===== src/hdl/cbip_pkg.sv =====
// Shared types, constants and codes for the custom base integer parser.
// Used by the channel interfaces, the front, queue and back modules and the top level.
package cbip_pkg;

  localparam int SYM_W          = 8;
  localparam int SLOTS          = 16;
  localparam int IDX_W          = 4;
  localparam int LEN_W          = 5;
  localparam int MAX_BASE       = 16;
  localparam int VALUE_BITS_DEF = 32;
  localparam int OUT_W          = 32;
  localparam int CFG_W          = 64;
  localparam int CFG_IDX_W      = 2;
  localparam int QUEUE_DEPTH    = 2;

  localparam logic [CFG_W-1:0] ALPHA_LOW_RST  = 64'd3978425819141910832;
  localparam logic [CFG_W-1:0] ALPHA_HIGH_RST = 64'd14648;
  localparam logic [LEN_W-1:0] BASE_LEN_RST   = 5'd10;

  localparam logic [SYM_W-1:0] CH_TAB   = 8'd9;
  localparam logic [SYM_W-1:0] CH_CR    = 8'd13;
  localparam logic [SYM_W-1:0] CH_SPACE = 8'd32;
  localparam logic [SYM_W-1:0] CH_PLUS  = 8'h2B;
  localparam logic [SYM_W-1:0] CH_MINUS = 8'h2D;

  typedef enum logic [CFG_IDX_W-1:0] {
    REG_ALPHA_LOW  = 2'd0,
    REG_ALPHA_HIGH = 2'd1,
    REG_BASE_LEN   = 2'd2
  } cfg_reg_t;

  typedef enum logic [1:0] {
    PH_SPACE = 2'd0,
    PH_SIGN  = 2'd1,
    PH_DIGIT = 2'd2,
    PH_DONE  = 2'd3
  } phase_t;

  // Classification of one character, as handed from front to back.
  typedef struct packed {
    logic             space;
    logic             plus;
    logic             minus;
    logic             zero;
    logic             found;
    logic [IDX_W-1:0] idx;
    logic [LEN_W-1:0] len;
    logic             alpha_ok;
    logic             last;
  } cls_t;

endpackage


===== src/hdl/cbip_queue.sv =====
// Short queue of classified characters between front and back end.
// Depends on cbip_pkg.
module cbip_queue
  import cbip_pkg::*;
(
  input  logic clk,
  input  logic rst,
  input  logic push,
  input  cls_t push_data,
  input  logic pop,
  output cls_t pop_data,
  output logic full,
  output logic empty
);

  localparam int PTR_W = (QUEUE_DEPTH > 1) ? $clog2(QUEUE_DEPTH) : 1;
  localparam int CNT_W = $clog2(QUEUE_DEPTH + 1);

  cls_t             mem [QUEUE_DEPTH];
  logic [PTR_W-1:0] wr_ptr;
  logic [PTR_W-1:0] rd_ptr;
  logic [CNT_W-1:0] count;

  assign full     = (count == CNT_W'(QUEUE_DEPTH));
  assign empty    = (count == '0);
  assign pop_data = mem[rd_ptr];

  always_ff @(posedge clk) begin
    if (push) begin
      mem[wr_ptr] <= push_data;
    end
  end

  always_ff @(posedge clk) begin
    if (rst) begin
      wr_ptr <= '0;
      rd_ptr <= '0;
      count  <= '0;
    end else begin
      if (push) begin
        wr_ptr <= (wr_ptr == PTR_W'(QUEUE_DEPTH - 1)) ? '0 : wr_ptr + 1'b1;
      end
      if (pop) begin
        rd_ptr <= (rd_ptr == PTR_W'(QUEUE_DEPTH - 1)) ? '0 : rd_ptr + 1'b1;
      end
      if (push && !pop) begin
        count <= count + 1'b1;
      end else if (pop && !push) begin
        count <= count - 1'b1;
      end
    end
  end

endmodule


===== config.mk =====
export PLATFORM = sky130hd
export DESIGN_NAME = cbip_queue
export DESIGN_NICKNAME = d
export VERILOG_FILES = /design/src/hdl/cbip_pkg.sv /design/src/hdl/cbip_queue.sv
export SDC_FILE = /design/constraint.sdc
export NUM_CORES = 1
export LEC_CHECK = 0
export BUFFER_PORTS_ARGS = -buffer_cell sky130_fd_sc_hd__buf_2
export CAP_MARGIN = 40
export CORE_ASPECT_RATIO = 0.75
export CORE_MARGIN = 2
export CORE_UTILIZATION = 48
export DETAILED_ROUTE_END_ITERATION = 16
export PLACE_DENSITY = 0.74
export SKIP_LAST_GASP = 1
export SYNTH_ARGS = -nofsm -noshare
export SYNTH_HDL_FRONTEND = slang
export SYNTH_SLANG_ARGS = --single-unit

===== constraint.sdc =====
create_clock -name clk -period 1.64 [get_ports clk]
set_input_delay 0.082 -clock clk [delete_from_list [all_inputs] [get_ports clk]]
set_output_delay 0.082 -clock clk [all_outputs]
set_load 0.05 [all_outputs]

==> impl_metrics.py, run 1 <==
metrics = {
    "critical_path": {
        "rr_endpoint": "mem[1][6]",
        "cp-end-kind": "output pin",
        "cp_cell_sequence": "buf_4 > mux2_2 > buf_2",
        "critPathSlowestCell": "mux2_2",
        "r2r_cells": 2,
        "rr_startpoint": "wr_ptr",
        "crit_type": "reg -> out",
        "critPathArrivalTime_ns": 1.36,
        "critPathMaxFanout": 8,
        "max_stage_delay_ns": 0.35,
        "cp-start-kind": "register",
        "crit_required_ns": 1.56,
        "rrSetupSlack_ns": 0.59,
    },
    "floorplanning": {
        "die_x_um": 65.5,
        "die_h_um": 50.1,
        "rows": 16,
        "core_area_um2": 2660,
        "die-area_um2": 3280,
        "initial_utilization": 0.511,
        "ioPinCount": 38,
    },
    "yosys": {
        "netlist_instances": 72,
        "syn_area_um2": 1360,
        "synth_top_cell_area_share": 0.706,
        "yosysTopAreaCell": "edfxtp_1",
        "synth_fp_nets": 93,
        "ys_seq_area_frac": 0.779,
        "netlist_top_cells_area": "edfxtp_1 71%, mux2_2 13%, dfxtp_1 7.4%, nor2_1 1.4%, xnor2_1 1.3%",
        "ys_ff_latch": 37,
        "synth.distinct_cells": 16,
        "ys_warn_count": 0,
        "synth.avg_cell_area_um2": 18.9,
    },
    "worst_hold_path": {
        "hold_depth": 2,
        "holdPathEnd": "count[1]",
        "hold_class": "in -> reg",
        "min_from": "rst",
    },
    "clock_tree": {
        "clk_pin_slew_worst_paths_ns": 0.07,
        "clockBufferDepth": 2,
        "htree_levels": 2,
        "cts.repair.resized": 0,
        "cts_tree": "yes",
        "numCtsBuffers": 5,
        "cts_sinks": 37,
        "cts_root_buf": "clkbuf_8",
        "insertion_delay_ns": 0.28,
    },
    "pwr": {
        "netSwitchingFraction": 0.264,
        "power_w": 0.00230,
        "peakVddDrop_uv": 960,
        "p_leak_nw": 0.741,
        "p_int_w": 0.00169,
        "clkPwrFrac": 0.323,
        "p_seq_frac": 0.485,
        "switchingPower_w": 0.000607,
        "power_density_nw_per_um2": 1230,
        "combPwrFrac": 0.193,
    },
    "grt": {
        "antenna_found_initial": 0,
        "grt_pass1_vias": 855,
        "gr-total-overflow": 0,
        "grt_pass1_wl_um": 3730,
        "grt_max_degree": 17,
        "grt_usage": 0.162,
    },
    "routing": {
        "initialDrtViolationCount": 6,
        "postRouteAntennaNets": 0,
        "dr.pass1.iters": 4,
        "dr_total_vias": 824,
        "drc": 0,
        "wl_um": 2270,
        "routedWlPerCell_um": 13.3,
        "viasPerCell": 4.82,
    },
    "timing": {
        "relSlewSlack": 0.829,
        "max_freq_mhz": 692,
        "worst_pin_slew_ns": 0.258,
        "fin_tns_setup_ns": 0,
        "rsz0062_at_grt": "no",
        "fin_worst_skew_ns": 0.00424,
        "finalHoldViolCount": 0,
        "period_share": 0.881,
        "setup_viol": 0,
        "layout_setup_ws_ns": 0.195,
        "finalMaxSlewViolations": 0,
        "layout_min_cycle_time_ns": 1.44,
    },
    "placed_design": {
        "dpl_worst_slack_ns": 0.497,
        "dp_hpwl_um": 1470,
        "place_congestion": 0.620,
        "portBuffers": 37,
        "placed_cell_area_um2": 1610,
    },
    "layout": {
        "syn_to_final_growth_pct": 37.8,
        "nNetsFinal": 155,
        "final_common_cell": "buf_2",
        "final_cell_area_um2": 1880,
        "drive_gt1_frac": 0.474,
        "antenna_cells": 0,
        "final_cell_mix": "37 x buf_2, 32 x edfxtp_1, 16 x mux2_2, 16 x dlygate4sd3_1",
    },
    "status": {
        "status": "complete, no violations",
    },
    "flow_run": {
        "max-cap-violations": 0,
    },
}
repair_timing:
| action | 4_1_cts | 5_1_grt |
|---|---|---|
| setup endpoints to repair | 0 | 0 |
| endpoints found under the hold margin | 32 | 0 |
| buffers inserted | 0 | 0 |
| hold buffers | 16 | 0 |
stage by stage:
stage / std cells / hold slack [ns] / util
2_1_floorplan: 72 / 0.151 / -
3_3_place_gp: 147 / 0.270 / 0.604
3_5_place_dp: 147 / 0.274 / 0.604
4_1_cts: 171 / 0.0158 / 0.704
5_1_grt: 171 / 0.0235 / 0.704
6_report: 171 / 0.0180 / 0.704
worst max path at each step:
stage / slack, ns / endpoint
final: 0.20 / pop_data[10]
after floorplan: 0.18 / mem[0][0]
after global placement: 0.52 / pop_data[2]
after global routing: 0.14 / pop_data[2]
after CTS: 0.19 / pop_data[2]
after detailed placement: 0.50 / pop_data[2]
worst max-delay path, delay by kind of cell, from the launching register on:
kind / cells / cell delay (ns)
buffers and inverters: 2 / 0.39
flip-flops: 1 / 0.34
multiplexers: 1 / 0.35
cells by family after synthesis:
kind of cell / synth area share
adder cells (fa/ha/maj): 0.00919
XOR/XNOR: 0.0257
AND/OR/NAND/NOR: 0.0340
AO/OA/AOI/OAI: 0.00735
multiplexers: 0.132
buffers and inverters: 0.0119
flip-flops: 0.779
layer usage:
metal | vias to the layer above | track usage | share of wire | wire length, µm
met1 | 387 | 0.178 | 0.41 | 924
met5 | - | 0 | 0 | 0
met4 | 0 | 0.0833 | 0.020 | 46
met3 | 10 | 0.0502 | 0.068 | 154
li1 | 389 | - | - | -
met2 | 38 | 0.281 | 0.50 | 1140
area by class of cell:
class	instances	area (µm²)
sequential	37	1060
fill	187	787
timing repair buffer	57	375
multi-input combinational	32	284
clock buffer	6	72.6
tap	36	45.0
clock inverter	2	33.8
inverter	1	3.75
power by group through the flow:
stage / clock, W / sequential [W] / combinational [W]
3_3_place_gp: 0 / 0.00113 / 0.000408
2_1_floorplan: 0 / 0.00113 / 0.000312
6_report: 0.000741 / 0.00111 / 0.000442
3_5_place_dp: 0 / 0.00114 / 0.000416
5_1_grt: 0.000785 / 0.00112 / 0.000472
4_1_cts: 0.000752 / 0.00111 / 0.000446
registers in the layout (all words and copies together) (netlist names), named ones only:
signal  cells
mem        32
count       2
rd_ptr      1
wr_ptr      1
cells in the mapped netlist (all sizes together):
cell	instances
a21oi	1
and2	1
and2b	1
buf	2
dfxtp	5
edfxtp	32
ha	1
inv	1
mux2	16
nor2	5
nor2b	1
o21ai	1
or3	1
xnor2	2
xor2	2
Note: power is estimated with default switching activity, not from simulation.
==> inputs of run 2 (changes only) <==
--- a/config.mk
+++ b/config.mk
@@ -9,10 +9,9 @@
 export CAP_MARGIN = 40
 export CORE_ASPECT_RATIO = 0.75
 export CORE_MARGIN = 2
-export CORE_UTILIZATION = 48
+export CORE_UTILIZATION = 45
 export DETAILED_ROUTE_END_ITERATION = 16
-export PLACE_DENSITY = 0.74
-export SKIP_LAST_GASP = 1
+export PLACE_DENSITY = 0.73
 export SYNTH_ARGS = -nofsm -noshare
 export SYNTH_HDL_FRONTEND = slang
 export SYNTH_SLANG_ARGS = --single-unit
==> constraint.sdc (replaced) <==
create_clock -name clk -period 1.29 [get_ports clk]
set_input_delay 0.0645 -clock clk [delete_from_list [all_inputs] [get_ports clk]]
set_output_delay 0.0645 -clock clk [all_outputs]
set_load 0.05 [all_outputs]
==> run 2 against run 1 <==
The flow now finishes with violations (setup timing). Total power is 27% higher. Via count is 1.2% lower. Critical path depth stayed put. Largest power group unchanged. Wire length is 6.3% higher. Worst hold slack better by 0.055 ns. First-iteration DRC count grew to 5.0 times the previous value. Clock skew is 0.0023 ns higher. Non-clock buffer count is 4 higher. Register-to-register slack worse by 0.33 ns. Setup slack worse by 0.25 ns. Clock-buffer cell count stayed put. Sequential share of layout area is 6.5 points lower.
==> impl_metrics.py, run 2 (synthesis gave the netlist of run 1 again) <==
metrics = {
    "status": {
        "status": "finished with violations",
        "violations": "setup timing",
    },
    "layout": {
        "final_cell_mix": "32 x edfxtp_1, 21 x buf_2, 17 x dlygate4sd3_1, 16 x mux2_4, 16 x buf_8",
        "fin_cells": 177,
        "antenna_cells": 0,
        "syn_to_final_growth_pct": 56.1,
        "nNetsFinal": 159,
        "drive_gt1_frac": 0.504,
        "final_common_cell": "edfxtp_1",
        "num-fill-cells": 177,
        "max_flop_register": "mem",
        "largest_register_ffs": 32,
        "reg_top3": "mem (32), count (2)",
    },
    "grt": {
        "grt_usage": 0.154,
        "gr-total-overflow": 0,
        "grt_max_degree": 12,
        "antenna_found_initial": 0,
        "grt_pass1_wl_um": 3610,
        "grt_pass1_vias": 792,
    },
    "placed_design": {
        "dpl_worst_slack_ns": 0.158,
        "post-place-cells": 151,
        "place_congestion": 0.594,
        "dp_hpwl_um": 1500,
        "portBuffers": 37,
    },
    "pwr": {
        "peakVddDrop_uv": 1060,
        "netSwitchingFraction": 0.275,
        "p_leak_nw": 0.873,
        "power_density_nw_per_um2": 1370,
        "p_int_w": 0.00212,
        "combPwrFrac": 0.259,
        "p_seq_frac": 0.488,
        "clkPwrFrac": 0.253,
        "switchingPower_w": 0.000803,
    },
    "timing": {
        "layout_setup_ws_ns": -0.0515,
        "worst_pin_slew_ns": 0.248,
        "period_share": 1.04,
        "layout_min_cycle_time_ns": 1.34,
        "relSlewSlack": 0.836,
        "fin_worst_skew_ns": 0.00658,
        "setup_viol": 16,
        "finalMaxSlewViolations": 0,
        "max_freq_mhz": 745,
        "finalHoldViolCount": 0,
        "rsz0062_at_grt": "yes",
    },
    "routing": {
        "routedWlPerCell_um": 13.6,
        "drc": 0,
        "postRouteAntennaNets": 0,
        "initialDrtViolationCount": 30,
        "viasPerCell": 4.60,
        "dr_total_vias": 814,
        "dr.pass1.iters": 4,
        "wl_um": 2410,
    },
    "critical_path": {
        "cp_cell_sequence": "buf_6 > mux2_4 > buf_8",
        "critPathArrivalTime_ns": 1.28,
        "path_delay_family": "flip-flops",
        "crit_required_ns": 1.23,
        "critPathMaxFanout": 5,
        "cp_num_buf_inv": 2,
        "crit_type": "reg -> out",
        "cp-end-kind": "output pin",
        "critPathSlowestCell": "dfxtp_4",
        "max_stage_delay_ns": 0.38,
        "cp-start-kind": "register",
    },
    "clock_tree": {
        "insertion_delay_ns": 0.28,
        "clockBufferDepth": 2,
        "numCtsBuffers": 5,
        "htree_levels": 2,
        "cts_root_buf": "clkbuf_8",
        "clk_pin_slew_worst_paths_ns": 0.07,
        "cts_sinks": 37,
        "cts_tree": "yes",
    },
    "floorplanning": {
        "die-area_um2": 3490,
        "rows": 17,
        "initial_utilization": 0.467,
        "die_x_um": 67.5,
        "core_area_um2": 2910,
        "die_h_um": 51.6,
        "ioPinCount": 38,
    },
    "flow_run": {
        "max-cap-violations": 0,
    },
    "worst_hold_path": {
        "hold_class": "in -> reg",
    },
}
==> run 2: changes by cell type in the layout (fill, tap and decap cells not counted), sizes merged <==
cell,change
buf,+3
bufinv,-1
clkinv,+1
dlygate4sd3,+1
==> run 2: path summary, 6_finish.rpt <==
path / from / endpoint / slack [ns] / cells after the start
worst max register to register: count[0] / count[1] / 0.26 / 3
worst min-delay path: pop / rd_ptr / 0.07 / 3
worst max-delay path: register / pop_data[14] / -0.05 / 3
worst min register to register: count[1] / count[1] / 0.51 / 2
==> run 2: power groups by stage <==
stage / clock, W / sequential [W] / combinational [W]
3_5_place_dp: 0 / 0.00144 / 0.000534
6_report: 0.000739 / 0.00142 / 0.000756
4_1_cts: 0.000754 / 0.00142 / 0.000706
3_3_place_gp: 0 / 0.00144 / 0.000528
5_1_grt: 0.000814 / 0.00143 / 0.000796
2_1_floorplan: 0 / 0.00143 / 0.000398
==> run 2: timing repair <==
| action | CTS | global route |
|---|---|---|
| cloned | 1 | 0 |
| gates resized for setup | 51 | 19 |
| buffers inserted | 0 | 0 |
| endpoints found under the setup margin | 16 | 16 |
| endpoints found under the hold margin | 37 | 0 |
| hold buffers | 17 | 0 |
==> run 2: cell type report <==
| type | instances | area [µm²] | share of cell area |
|---|---|---|---|
| inverters | 1 | 3.75 | 0.00177 |
| clock inverters | 2 | 10.0 | 0.00471 |
| multi-input cells | 32 | 347 | 0.163 |
| well taps | 38 | 47.5 | 0.0224 |
| flip-flops and latches | 37 | 1060 | 0.501 |
| clock buffers | 6 | 72.6 | 0.0342 |
| repair buffers | 61 | 579 | 0.273 |
==> run 2: routing by layer <==
layer	track usage	up-vias	share of wire
met5	0	-	0
met4	0.0612	0	0.014
met3	0.0779	5	0.062
met2	0.252	27	0.52
met1	0.172	383	0.41
li1	-	399	-
==> run 2: worst register-to-register path, stage by stage, from the launching register on <==
cell and delay, ns:
dfxtp_1 0.34, xor2_1 0.18, or3_1 0.30, a21oi_1 0.14
==> run 2: metrics by stage <==
| stage | utilization | TNS [ns] | instance area (µm²) | hold WS [ns] | power [W] |
|---|---|---|---|---|---|
| global route | 0.729 | -1.14 | 2120 | 0.102 | 0.00304 |
| floorplan | - | 0 | 1360 | 0.134 | 0.00183 |
| CTS | 0.705 | -0.842 | 2050 | 0.0691 | 0.00288 |
| global placement | 0.559 | 0 | 1630 | 0.252 | 0.00196 |
| detailed placement | 0.559 | 0 | 1630 | 0.257 | 0.00198 |
| finish | 0.729 | -0.592 | 2120 | 0.0731 | 0.00292 |
